$ cat config.mk
export PLATFORM = sky130hd
export DESIGN_NAME = mcg_ctrl
export DESIGN_NICKNAME = d
export VERILOG_FILES = /design/src/rtl/mcg_pkg.sv /design/src/rtl/mcg_ctrl.sv
export SDC_FILE = /design/constraint.sdc
export NUM_CORES = 1
export LEC_CHECK = 0
export BUFFER_PORTS_ARGS = -buffer_cell sky130_fd_sc_hd__buf_2
export CAP_MARGIN = 15
export CORE_AREA = 2 2 39 41
export DETAILED_ROUTE_END_ITERATION = 8
export DIE_AREA = 0 0 41 43
export PLACE_DENSITY = 0.54
export SLEW_MARGIN = 20
export SYNTH_ARGS = -nofsm -noshare
export SYNTH_HDL_FRONTEND = slang
export SYNTH_SLANG_ARGS = --single-unit
$ cat constraint.sdc
create_clock -name clk -period 2 [get_ports clk]
set_clock_uncertainty 0.15 [all_clocks]
set_input_delay 0.2 -clock clk [delete_from_list [all_inputs] [get_ports clk]]
set_output_delay 0.2 -clock clk [all_outputs]
set_load 0.02 [all_outputs]
$ cat src/rtl/mcg_pkg.sv
// ----------------------------------------------------------------------------
// mcg_pkg
// Types and constants shared by the match consistency graph core.
// ----------------------------------------------------------------------------
`default_nettype none

package mcg_pkg;

  localparam int COORD_W    = 14;
  localparam int LEN_W      = 15;
  localparam int THR_W      = 15;
  localparam int SQ_W       = 2 * COORD_W;
  localparam int RT_W       = 31;
  localparam int ROW_W      = 9;
  localparam int CNT_W      = 10;
  localparam int CHUNK_W    = 3;
  localparam int LANE_W     = 6;
  localparam int CHUNK_BITS = 64;
  localparam int ROW_LIMIT  = 512;
  localparam logic [THR_W-1:0] THR_RESET = THR_W'(16);

  typedef struct packed {
    logic               first_of_set;
    logic [COORD_W-1:0] key_x;
    logic [COORD_W-1:0] key_y;
    logic [COORD_W-1:0] cur_x;
    logic [COORD_W-1:0] cur_y;
  } in_t;

  typedef struct packed {
    logic [ROW_W-1:0]      row_index;
    logic [CHUNK_W-1:0]    chunk_index;
    logic [CHUNK_BITS-1:0] adj_mask;
    logic                  last_chunk;
    logic                  overflow;
  } out_t;

  typedef struct packed {
    logic load_in;
    logic sq_en;
    logic sum_en;
    logic root_step;
    logic rd_en;
    logic load_out;
    logic ovf_out;
    logic chunk_inc;
    logic store_wr;
  } cmd_t;

  typedef struct packed {
    logic overflow;
    logic last_chunk;
    logic out_free;
  } status_t;

endpackage

`default_nettype wire

$ cat src/rtl/mcg_ctrl.sv
// ----------------------------------------------------------------------------
// mcg_ctrl
// Sequencer: input capture, squaring, sum, root iterations, chunk compare loop, overflow result.
// ----------------------------------------------------------------------------
`default_nettype none

module mcg_ctrl (
  input  logic             clk,
  input  logic             rst,
  input  logic             in_valid,
  output logic             in_ready,
  input  mcg_pkg::status_t status,
  output mcg_pkg::cmd_t    cmd
);

  import mcg_pkg::*;

  localparam logic [2:0] S_IDLE = 3'd0;
  localparam logic [2:0] S_SQ   = 3'd1;
  localparam logic [2:0] S_SUM  = 3'd2;
  localparam logic [2:0] S_ROOT = 3'd3;
  localparam logic [2:0] S_RD   = 3'd4;
  localparam logic [2:0] S_CMP  = 3'd5;
  localparam logic [2:0] S_OVF  = 3'd6;

  localparam logic [2:0] ITER_LAST = 3'd7;

  logic [2:0] state;
  logic [2:0] state_next;
  logic [2:0] iter;

  always_comb begin
    state_next = state;
    cmd        = '0;
    in_ready   = 1'b0;
    unique case (state)
      S_IDLE: begin
        in_ready = 1'b1;
        if (in_valid) begin
          cmd.load_in = 1'b1;
          state_next  = status.overflow ? S_OVF : S_SQ;
        end
      end
      S_SQ: begin
        cmd.sq_en  = 1'b1;
        state_next = S_SUM;
      end
      S_SUM: begin
        cmd.sum_en = 1'b1;
        state_next = S_ROOT;
      end
      S_ROOT: begin
        cmd.root_step = 1'b1;
        if (iter == ITER_LAST) begin
          state_next = S_RD;
        end
      end
      S_RD: begin
        cmd.rd_en  = 1'b1;
        state_next = S_CMP;
      end
      S_CMP: begin
        if (status.out_free) begin
          cmd.load_out = 1'b1;
          if (status.last_chunk) begin
            cmd.store_wr = 1'b1;
            state_next   = S_IDLE;
          end else begin
            cmd.chunk_inc = 1'b1;
            state_next    = S_RD;
          end
        end
      end
      S_OVF: begin
        if (status.out_free) begin
          cmd.ovf_out = 1'b1;
          state_next  = S_IDLE;
        end
      end
      default: state_next = S_IDLE;
    endcase
  end

  always_ff @(posedge clk) begin
    if (rst) begin
      state <= S_IDLE;
      iter  <= '0;
    end else begin
      state <= state_next;
      if (cmd.root_step) begin
        iter <= iter + 3'd1;
      end else begin
        iter <= '0;
      end
    end
  end

  assert property (@(posedge clk) disable iff (rst)
    in_ready |-> state == S_IDLE)
    else $error("ready outside idle");

  assert property (@(posedge clk) disable iff (rst)
    cmd.store_wr |-> cmd.load_out && status.last_chunk)
    else $error("store without last chunk");

  assert property (@(posedge clk) disable iff (rst)
    (state == S_ROOT && iter == ITER_LAST) |=> state == S_RD)
    else $error("root loop did not end");

endmodule

`default_nettype wire

Word-level counts from Yosys, hierarchy flattened
Cells that the tools add are included.

storage, ports and cells
  register bits after elaboration = 6
  latch bits = 0
  memory bits (writable) = 0
  bits in read-only memories = 0
  output and inout bits = 10
  logic and storage cells = 39
  memories kept = 0

operators by class
  add/sub/neg operators = 1
  $mul = 0
  divide/modulo/power cells = 0
  $lt $le $gt $ge = 0
  eq/ne operators = 11
  shift operators = 0
  muxes and demuxes = 21
  bitwise logic cells = 1
  reductions and logical operators = 3

operators by type and width
  cell                                                  count
  case mux 3 bit (7 select lines)                       1
  2-to-1 mux 3 bit                                      6
  equality test 3 bit (second input constant)           4
  2-to-1 mux 1 bit                                      12
  inequality test 2 bit (second input constant)         4
  equality test 3 x 2 -> 1 bit (second input constant)  2
  2-to-1 mux 2 bit                                      2
  AND reduction 4 bit                                   1
  adder 3 x 1 -> 3 bit (second input constant)          1
  equality test 3 x 1 -> 1 bit (second input constant)  1
  zero test 3 bit                                       1
  OR reduction 2 bit                                    1
  NOT 1 bit                                             1

Depth between registers and ports, before layout
Gate-level depths: netlist of run 1.

  depth after elaboration = 4
  gate-level depth with buffers = 6
  mapped depth without buffers = 6

Worst setup path after synthesis of run 1
Ideal clock, no wire load.

  path type = register to output
  from = register state[2]
  to = output port cmd[8] (netlist name)
  arrival = 1.373 ns
  setup slack = 0.277 ns
  stages on the path, launching flop included = 4
  cell sequence = dfxtp_1 -> buf_4 -> nor3_1 -> and2_1

RTL lines
  element                   RTL line        source
  start: declaration        mcg_ctrl.sv:28  logic [2:0] state;
  start signal: assignment  mcg_ctrl.sv:89  state <= state_next;
  end: declaration          mcg_ctrl.sv:13  output mcg_pkg::cmd_t cmd

==> results.md, run 1 <==
Die:
- The vertical die dimension is around 43 um.
- The number of top-level design ports is 16.
- The placeable core region is between 1000 and 1500 sq um.
- In this run the horizontal extent of the chip is roughly 40 um.
- Once the floorplan was initialized, standard cells occupied between 30 and 40% of the core.
- The total number of placement rows is 14.
- The die covers 1760 sq um.

Route:
- The detail-routed net length per standard cell is ~10 um.
- The total wire length after detailed routing is 819 um.
- After detailed routing, the number of vias per cell comes to 4.62.
- The detailed router finished its first iteration with 3 violations.
- In this run the remaining antenna-violating nets after routing total 0.
- The first-pass detailed-route iteration total is 3.
- Across all layers, the routed design uses approximately 380 vias.
- The residual DRC count is 0.

Synthesis:
- Of the synthesized area, sequential elements account for between 20% and 30%.
- The number of standard cells after synthesis is 51.
- The post-synthesis net count is 59.
- The synthesized design contains 0 enable-type register cells.
- After synthesis the cells add up to about 420 sq um.
- The fraction of synthesized cell area taken by the top area cell type is 28.7%.
- Summed over all instances, the cell type with the most area after synthesis is sky130_fd_sc_hd__dfxtp_1.
- The number of warning messages in the yosys log is 0.
- The dominant synthesized flop cell is sky130_fd_sc_hd__dfxtp_1.
- The synthesized design contains 6 register bits.
- The unique cell type count in the Yosys netlist is 24.
- The fraction of registers with async set/reset is 0%.
- By area the synthesized netlist is led by sky130_fd_sc_hd__dfxtp_1 29%, sky130_fd_sc_hd__and2_1 7.5%, sky130_fd_sc_hd__nor2_1 6.3%.
- After synthesis, the most frequently instantiated cells are 7 x sky130_fd_sc_hd__nor2_1, 6 x sky130_fd_sc_hd__dfxtp_1, 5 x sky130_fd_sc_hd__and2_1.
- The dominant cell by count in the synthesized netlist is sky130_fd_sc_hd__nor2_1.
- The average instance in the mapped netlist occupies slightly above 8 sq um.

Placement:
- The post-placement worst setup slack is ~490 ps.
- Input and output buffers added on the ports amount to 15.
- The cell count after placement is 79.
- The global placement routability congestion is 0.668.
- The placed instances occupy a cell area of 488 sq um.
- Once detailed placement completed, the half-perimeter wirelength came to approximately 610 um.

Clock network:
- The number of clock sinks is 6.
- The number of setup buffers added after CTS is 0.
- The number of gates resized after cts is 0.
- The buffer levels on the longest clock path is 2.
- The clock network latency to the later pin of the worst-skew pair is approximately 240 ps.
- The CTS H-tree depth is 1.
- The number of buffers inserted for hold repair after clock tree synthesis is 0.
- Clock-pin slew was measured on the worst setup and hold paths at 40 ps.
- CTS placed an instance of sky130_fd_sc_hd__clkbuf_4 at the clock tree root.
- The CTS buffer count is 3.
- The TritonCTS clock tree is done.

Critical path:
- Walking the worst path, the cells encountered are nand2_1, nor3b_2, nor2b_1, buf_2.
- The maximum fanout along the worst path is 12.
- The delay contributed by the slowest stage of the critical path is ~530 ps.
- The data required time at the worst endpoint is between 1500 and 2000 ps.
- The worst setup path is captured at an output pin.
- For the worst setup path, the data arrival time is ~1400 ps.
- The number of cells on the worst reg-to-reg path is 6.
- The terminus of the critical flop-to-flop path is state[0].
- In this run the register-to-register setup slack is 520 ps.
- The critical path is of the reg2out type.
- The origin of the critical flop-to-flop path is iter[0].
- STA classifies the critical path startpoint as a flop.
- For this design, the slowest cell found on the critical path is sky130_fd_sc_hd__dfxtp_1.

GRT:
- The number of antenna violations at the first check in global routing is 0.
- The most utilized layer in the global route result is met2.
- Entering global routing, the biggest net connects 16 pins.
- The final global-route overflow total is 0.
- The via count of the first global-routing pass is approximately 320.
- In the global route stage, met3 resource usage came out at 3.14%.
- The first global-routing pass estimated ~1200 um of wire.
- The met1 layer usage reported by global route is between 10% and 20%.
- The overall track demand over capacity in global routing is about a tenth.
- The met2 capacity usage during global routing is between 10% and 20%.

Finish:
- Relative to the synthesized area, the layout overhead comes to 21.8%.
- The count of non-filler cells in the finished layout is a little over 80.
- The finished layout cell area is 510 sq um.
- The final layout contains 76 nets.
- The count of antenna diodes in the layout is 0.
- The share of post-route cells with drive strength above 1 is between 30% and 40%.

Worst hold path:
- In this run the most critical hold path is launched from rst.
- The worst hold path belongs to the class in2reg.
- The worst hold path endpoint is state[1].
- Counting instances, the worst hold path has a depth of 2.

STA:
- The hold violation count in the final report is 0.
- The worst path needs between 1500 and 2000 ps of the cycle, external delays included.
- For the pin with the worst max-slew slack, the measured transition is about 450 ps.
- Based on the critical path, the design can be clocked at up to between 500 and 600 MHz.
- The worst pin sits at a relative slew slack of 70.0%.
- Setup repair after global routing left no endpoint under its margin.
- The sum of negative setup slack is 0 ps.
- The worst path uses between 80% and 90% of the clock period.
- The final number of max-transition violations is 0.
- The final number of setup-violating endpoints is 0.
- The final worst-path setup slack is ~230 ps.

Run:
- The number of max-cap violations is 0.

Run status:
- The run finished with clean final reports.

Power:
- The reported leakage power is ~0.24 nW.
- The worst voltage drop across the vdd grid is approximately 460 uV.
- Power spread over the standard cell area amounts to about 1100 nW/um^2.
- The overall power is around 0.56 mW.
## cell usage in the layout (no fill, tap or decap), drive strengths merged
| cell | count |
|---|---|
| a2111oi | 1 |
| a21oi | 3 |
| a221oi | 1 |
| a31oi | 1 |
| and2 | 5 |
| buf | 15 |
| clkbuf | 3 |
| dfxtp | 6 |
| ha | 2 |
| inv | 3 |
| nand2 | 1 |
| nand2b | 2 |
| nand3b | 1 |
| nor2 | 7 |
| nor2b | 2 |
| nor3 | 4 |
| nor3b | 2 |
| o21a | 1 |
| o21ai | 2 |
| o32ai | 1 |
| o41ai | 1 |
| or2b | 1 |
| xnor2 | 1 |
## stage by stage
step | util (%) | hold slack, ps
after detailed placement | 35.3 | 276
after CTS | 36.9 | 64.4
after global placement | 35.3 | 276
final | 36.9 | 72.6
after global routing | 36.9 | 80.2
after floorplan | - | 119
## cell type report
type                    count  area [sq um]
multi-input cells          39           262
flip-flops and latches      6           120
clock buffers               3          22.5
repair buffers             15          75.1
inverters                   3          11.3
well taps                  16          20.0
fillers                   162           873
## worst max path at each step
stage	from	to	slack [ps]
after floorplan	state[2]	cmd[8]	280
after global placement	state[2]	cmd[1]	500
after detailed placement	state[2]	cmd[1]	490
after CTS	state[2]	cmd[1]	220
after global routing	state[2]	cmd[1]	100
final	state[2]	cmd[1]	230
## power by group
group | leakage, nW | total (mW) | internal [mW] | switching (mW)
registers | 0.0491 | 0.203 | 0.141 | 0.0627
clock network | 0.0138 | 0.106 | 0.0676 | 0.0389
logic | 0.178 | 0.248 | 0.112 | 0.136
total | 0.241 | 0.558 | 0.320 | 0.238
## registers in the layout, indices dropped and copies added (netlist names)
name	flops
iter	3
state	3
## kinds of logic (layout without fill, tap and decap cells)
logic type	count (synthesis)	in the layout	synth area share (%)
AO/OA/AOI/OAI	11	11	20.6
XOR/XNOR	1	1	2.09
adder cells (fa/ha/maj)	2	2	5.97
buffers and inverters	6	21	8.95
flip-flops	6	6	28.7
AND/OR/NAND/NOR	25	25	33.7
## critical path: cells and delay by family, from the launching register on
family,cells,cell delay [ps]
flops,1,530
simple gates,3,490
buf+inv,1,160
## routing by layer
metal | part of all wire [%] | vias up | wire length (um)
met2 | 44 | 13 | 360
met1 | 49 | 156 | 400
li1 | - | 210 | -
met5 | 0 | - | 0
met4 | 0 | 0 | 0
met3 | 7.1 | 0 | 58
No activity file was read; power rests on OpenSTA's default activity.
==> run 2, diff against run 1 <==
--- a/config.mk
+++ b/config.mk
@@ -9,5 +9,5 @@
 export CAP_MARGIN = 15
-export CORE_AREA = 2 2 39 41
+export CORE_AREA = 4 4 41 43
 export DETAILED_ROUTE_END_ITERATION = 8
-export DIE_AREA = 0 0 41 43
+export DIE_AREA = 0 0 45 47
 export PLACE_DENSITY = 0.54
==> constraint.sdc (replaced) <==
create_clock -name clk -period 2 [get_ports clk]
set_clock_uncertainty 0.15 [all_clocks]
set_input_delay 0.4 -clock clk [delete_from_list [all_inputs] [get_ports clk]]
set_output_delay 0.4 -clock clk [all_outputs]
set_load 0.02 [all_outputs]
==> run 2 against run 1 <==
  * Utilization up 2.5 points
  * Sequential cell count unchanged
  * Clock power about the same
  * Sequential share of layout area up 0.62 points
  * Fmax down 3.2%
  * First-iteration DRC count rose to 3.0 times the previous value
  * Non-clock buffer count unchanged
  * Global-route usage up 0.066 points
  * Via count up 4.5%
  * Setup slack worse by 59 ps
  * Final cell count down 1.2%
  * Critical path depth unchanged
==> results.md, run 2 (same netlist as run 1, synthesis figures left out) <==
STA:
- Setup repair after global routing left no endpoint under its margin.
- The final number of max-transition violations is 0.
- The achievable clock frequency is 545 MHz.
- The final number of setup-violating endpoints is 0.
- The post-route fraction of the period consumed by the critical path is 91.7%.
- At the pin with the least slew margin, the transition time is slightly below 300 ps.
- The shortest clock period the worst path allows after layout is between 1500 and 2000 ps.
- The hold violation count in the final report is 0.
- In this run the tightest slew margin relative to its limit is about four fifths.
- The sum of negative setup slack is 0 ps.

Route:
- The first TritonRoute pass finished after 4 iterations.
- The residual DRC count is 0.
- After detailed routing, the number of vias per cell comes to about 5.
- The final antenna-violating net count is 0.
- The vias after detailed routing is between 300 and 400.
- The number of design-rule violations left by the first detailed-router iteration is 9.
- The total wire length after detailed routing is between 900 and 1000 um.
- The detail-routed net length per standard cell is ~11 um.

Power:
- The total power density per cell area is 1100 nW/um^2.
- The worst voltage drop across the vdd grid is roughly 520 uV.
- The sequential power share is 36.7%.
- The internal power contribution is 0.325 mW.
- The overall power is 0.567 mW.
- The combinational share of power is between 40% and 50%.
- The clock network accounts for between 10% and 20% of the total power.
- The reported leakage power is around 0.24 nW.
- The switching part of the total is 42.6%.
- For this design the total switching power over the nets is roughly 0.24 mW.

Critical path:
- The critical path goes through nand2_1, nor3b_2, nor2b_1, buf_2.
- The delay contributed by the slowest stage of the critical path is ~430 ps.
- The number of buffers and inverters on the critical path is 1.
- The slowest library cell on the worst path is sky130_fd_sc_hd__dfxtp_2.
- STA classifies the critical path endpoint as an output pin.
- The origin of the critical flop-to-flop path is iter[0].
- Measured in cells, the most critical reg-to-reg path has a length of 6.
- At the worst endpoint, the arrival time is approximately 1300 ps.
- The terminus of the critical flop-to-flop path is state[0].
- STA puts the critical path data required time at 1450 ps.
- The critical path launch point type is a flop.
- The reg2reg setup slack is ~520 ps.
- Of all nets on the critical path, the largest fanout is 12.
- The classification of the worst setup path is reg2out.
- The cell family contributing the most delay on the critical path is simple AND/OR/NAND/NOR gates.

Clock network:
- The root cell of the clock tree is sky130_fd_sc_hd__clkbuf_4.
- The clock network latency to the later pin of the worst-skew pair is 240 ps.
- TritonCTS built the clock tree.
- CTS built an H-tree with a depth of 1.
- The CTS buffer count is 3.
- The number of setup buffers added after CTS is 0.
- Counting along the longest clock path gives a buffer depth of 2.
- CTS saw 6 sinks.
- The clock-pin slew reported for the worst setup and hold paths after clock tree synthesis is roughly 40 ps.

GRT:
- Entering global routing, the biggest net connects 16 pins.
- Summed over all layers, the global routing overflow is 0.
- The number of antenna violations at the first check in global routing is 0.
- The via count of the first global-routing pass is 346.
- For this run, the total global-route usage over all layers was measured as between 10 and 15%.
- The first-pass GRT wire length is between 1000 and 1500 um.

Worst hold path:
- The path type of the worst min-delay path is in2reg.
- The startpoint identified for the worst hold timing path is rst.
- The instance count along the most critical hold path is 2.
- The worst hold path endpoint is state[1].

Finish:
- Leaving out fill and tap cells, the most frequent cell in the layout is sky130_fd_sc_hd__buf_2.
- From synthesis to final layout, the design area changed by 22.4%.
- Cells with a size suffix above 1 make up ~36% of the layout.
- The count of antenna diodes in the layout is 0.
- Leaving out fill and tap cells, the most frequent cells in the layout are 15 x sky130_fd_sc_hd__buf_2, 7 x sky130_fd_sc_hd__nor2_1, 5 x sky130_fd_sc_hd__and2_1.
- In the final layout, the registers with the most flip-flops are iter (3), state (3).
- The final layout contains 76 nets.

Die:
- For this configuration, the core starts out at a cell density of approximately 32%.
- The floorplan step defined a die boundary enclosing around 2100 sq um.
- The total area inside the core boundary comes to around 1300 sq um.
- Measured along the x axis, the die boundary spans around 45 um.
- For this design the top-level I/O count stands at 16.
- Row generation in the floorplan step produced 13 rows.
- The vertical die dimension is between 40 and 50 um.

Placement:
- The count of buffers added on input and output ports is 15.
- The global placement routability congestion is just over 0.7.
- Detailed placement ended at an HPWL of slightly below 700 um.

Run:
- Max-cap violations in this run came to 0.

Run status:
- The flow ran to the end, and the final reports show no timing, DRC or antenna violations.
[run 2: worst register-to-register path: stages (launching register included)]
cell                      delay [ps]
sky130_fd_sc_hd__dfxtp_1         310
sky130_fd_sc_hd__ha_1            190
sky130_fd_sc_hd__ha_1            220
sky130_fd_sc_hd__or2b_1          230
sky130_fd_sc_hd__a21oi_1         140
sky130_fd_sc_hd__nor2_1           50
sky130_fd_sc_hd__nor3_1          120
[run 2: worst max-delay path by stage]
stage              from  cells after the start  slack, ps  endpoint
3_5_place_dp   state[2]                      4        270    cmd[1]
2_1_floorplan  state[2]                      3         80    cmd[8]
6_report       state[2]                      4        170    cmd[1]
3_3_place_gp   state[2]                      4        270    cmd[1]
4_1_cts        state[2]                      4         10    cmd[1]
5_1_grt        state[0]                      3         50    cmd[8]
[run 2: layout make-up]
type | count | area, sq um
clock buffer | 3 | 22.5
fill | 154 | 788
inverter | 3 | 11.3
multi-input combinational | 39 | 262
sequential | 6 | 124
tap | 15 | 18.8
timing repair buffer | 15 | 75.1
[run 2: timing repair]
item / in CTS / in global routing
endpoints found under the setup margin: 0 / 4
hold buffers: 0 / 0
resized for setup: 0 / 3
[run 2: metrics by stage]
step	setup slack, ps	instances	instance area (sq um)	utilization, %	hold WS (ps)
finish	166	81	513	39.4	269
global route	51.1	81	513	39.4	275
CTS	14.6	81	509	39.1	262
detailed placement	275	78	487	37.4	279
global placement	269	78	487	37.4	288
floorplan	77.2	51	419	-	255
[run 2: power by group through the flow]
| stage | Clock, mW | Combinational, mW | Sequential, mW |
|---|---|---|---|
| 5_1_grt | 0.123 | 0.281 | 0.218 |
| 2_1_floorplan | 0 | 0.252 | 0.159 |
| 6_report | 0.108 | 0.251 | 0.208 |
| 3_5_place_dp | 0 | 0.252 | 0.204 |
| 3_3_place_gp | 0 | 0.254 | 0.205 |
| 4_1_cts | 0.116 | 0.252 | 0.202 |
[run 2: routing by layer]
layer / share of wire, % / track usage (%) / wire length [um]
met2: 44 / 14.1 / 399
met1: 48 / 13.0 / 442
met4: 0 / 7.02 / 0
met3: 7.8 / 3.45 / 71
met5: 0 / 0 / 0
==> run 3, diff against run 2 <==
- CORE_AREA: 4 4 41 43 -> 8 8 45 47
- DIE_AREA: 0 0 45 47 -> 0 0 53 55
- GPL_TIMING_DRIVEN: unset -> 0
==> run 3 against run 2 <==
  * Sequential power decreased by 20%
  * Register-to-register slack about the same
  * Total power increased by 7.0%
  * Die area increased by 38%
  * Clock power about the same
  * Critical endpoint unchanged
  * Largest cell class unchanged
  * Largest power group unchanged
  * Highest routed layer unchanged
==> results.md, run 3 (same netlist as run 1, synthesis figures left out) <==
Run status:
- The run finished with clean final reports.

Finish:
- The finished layout cell area is between 500 and 600 sq um.
- The total number of nets in the final design is 80.
- Counting the fill cells in the layout gives around 150.
- In the layout the commonest cells are 14 x sky130_fd_sc_hd__buf_2, 7 x sky130_fd_sc_hd__nor2_1, 5 x sky130_fd_sc_hd__and2_1, 5 x sky130_fd_sc_hd__dfxtp_1, 4 x sky130_fd_sc_hd__nor3_1.
- 0 antenna diodes ended up in the layout.
- The layout-stage area growth over the synthesis result is 32.2%.
- The most frequent standard cell in the layout excluding fill and tap cells is sky130_fd_sc_hd__buf_2.
- In the final layout, the registers with the most flip-flops are iter (3), state (3).
- Cells with a size suffix above 1 make up approximately two fifths of the layout.

Route:
- For this block, the initial DRC count from the detailed router was 4.
- The first-pass detailed-route iteration total is 4.
- The mean number of vias per cell is around 4.7.
- The vias after detailed routing is slightly above 400.
- In the final routed layout, each cell accounts on average for around 11 um.
- In the routed design, unresolved DRC markers number 0.
- The total wire length after detailed routing is approximately 990 um.
- The final antenna-violating net count is 0.

GRT:
- The pin count of the biggest net entering global routing is 11.
- The first global-routing pass estimated around 1600 um of wire.
- The number of antenna violations at the first check in global routing is 0.
- For this run the aggregate overflow at the end of global routing stands at 0.
- The via count of the first global-routing pass came to 384.
- Global routing consumed, over all layers together, roughly 7.3% of the routing resources.

Die:
- The total number of placement rows is 14.
- From bottom edge to top edge, the die measures around 55 um.
- The number of top-level design ports is 16.
- The die span in x is 53 um.
- The initial standard-cell utilization of the core is between 30% and 40%.
- The die outline area is between 2000 and 3000 sq um.
- The placeable core region is 1380 sq um.

Critical path:
- The largest single stage delay on the critical path is 340 ps.
- The slowest library cell on the worst path is sky130_fd_sc_hd__dfxtp_2.
- The worst register-to-register path begins at iter[0].
- The reg2reg setup slack is between 500 and 600 ps.
- Data on the critical path is required at its endpoint by 1450 ps.
- The worst setup path startpoint is state[2].
- The arrival time of data at the critical path endpoint is about 1300 ps.
- Counting cells, the worst reg-to-reg path comes to 6.
- The critical path ends at cmd[1].
- By startpoint and endpoint, the worst setup path is classified as reg2out.
- The critical path launch point type is a flop.
- The terminus of the critical flop-to-flop path is state[0].
- The maximum fanout along the worst path is 10.
- STA classifies the critical path endpoint as an output pin.
- Traced cell by cell, the critical path runs through buf_6, nand2_1, nor3b_2, nor2b_2, buf_4.

STA:
- The shortest clock period the worst path allows after layout is 1870 ps.
- The final number of max-transition violations is 0.
- The smallest hold slack is 267 ps.
- The achievable clock frequency is about 540 MHz.
- The transition at the pin with the smallest max-transition slack is 297 ps.
- The sum of negative setup slack is 0 ps.
- The hold violation count in the final report is 0.
- The post-route fraction of the period consumed by the critical path is between 90% and 100%.
- The final worst-path setup slack is 132 ps.
- The final number of setup-violating endpoints is 0.
- Headroom to the max-slew limit came out at approximately 80%.
- Setup repair after global routing left no endpoint under its margin.

Power:
- The combinational share of power is between 50% and 60%.
- The switching power total is around 0.25 mW.
- The switching part of the total is between 40% and 50%.
- The overall power is roughly 0.61 mW.
- Internal power comes to between 0.3 and 0.4 mW.
- In this run, the clock network consumes roughly 18% of the power.
- The total power density per cell area is about 1100 nW/um^2.
- The worst voltage drop across the vdd grid is between 400 and 500 uV.
- Summed over all cells, the static leakage comes to roughly 0.26 nW.
- The sequential power share is a little over a quarter.

Clock network:
- After clock tree synthesis, the flow added hold-fix buffers numbering 0.
- The clock network latency to the later pin of the worst-skew pair is approximately 240 ps.
- The CTS H-tree depth is 1.
- The number of clock sinks is 6.
- The buffer levels on the longest clock path is 2.
- The clock-pin slew reported for the worst setup and hold paths after clock tree synthesis is ~40 ps.
- The TritonCTS clock tree is done.
- Buffers inserted during clock tree synthesis total 3.
- The root cell of the clock tree is sky130_fd_sc_hd__clkbuf_4.

Placement:
- The global placement routability congestion is ~0.73.
- The HPWL after detailed placement is approximately 790 um.
- Timing analysis after detailed placement gives a worst setup slack of about 330 ps.
- The post-placement cell area is approximately 510 sq um.
- During placement, the flow inserted port buffers numbering 15.

Worst hold path:
- The path type of the worst min-delay path is in2reg.

Run:
- The tool flagged a number of max-cap violations equal to 0.
run 3: cell count changes in the layout (fill, tap and decap cells not counted), sizes merged:
cell  delta
buf      +4
run 3: metal layers:
layer	global-route usage (%)	part of all wire (%)	up-vias
li1	-	-	216
met1	7.32	43	178
met2	11.7	44	13
met3	2.67	13	0
met4	6.47	0	0
met5	0	0	-
run 3: area by class of cell:
class | count | area [sq um] | share of cell area, %
Multi-Input combinational cell | 39 | 264 | 47.6
Timing Repair Buffer | 16 | 85.1 | 15.3
Sequential cell | 6 | 121 | 21.9
Buffer | 3 | 30.0 | 5.42
Clock buffer | 3 | 22.5 | 4.06
Tap cell | 16 | 20.0 | 3.61
Inverter | 3 | 11.3 | 2.03
run 3: metrics by stage:
step	std cells	util (%)
global route	86	40.1
finish	86	40.1
detailed placement	82	37.2
floorplan	51	-
global placement	82	37.2
CTS	85	38.8
run 3: how the worst min path moves through the flow:
stage            start       end  depth (start not counted)
4_1_cts            rst  state[1]                          2
6_report           rst  state[1]                          2
2_1_floorplan  iter[0]   iter[0]                          1
3_3_place_gp   iter[0]   iter[0]                          1
3_5_place_dp   iter[0]   iter[0]                          1
5_1_grt            rst  state[1]                          2
run 3: worst max-delay path, delay by kind of cell (launching register included):
kind                   cells  cell delay (ps)
buffers and inverters      2              270
AND/OR/NAND/NOR            3              470
flip-flops                 1              340
run 3: power by group through the flow:
stage | clock, mW | combinational (mW) | sequential [mW]
4_1_cts | 0.116 | 0.331 | 0.164
2_1_floorplan | 0 | 0.252 | 0.159
5_1_grt | 0.123 | 0.366 | 0.168
6_report | 0.107 | 0.333 | 0.166
3_3_place_gp | 0 | 0.330 | 0.167
3_5_place_dp | 0 | 0.330 | 0.166
run 3: repair_timing:
item	CTS	global route
resized for setup	0	4
setup buffers	0	1
hold endpoints to repair	0	0
endpoints found under the setup margin	0	2
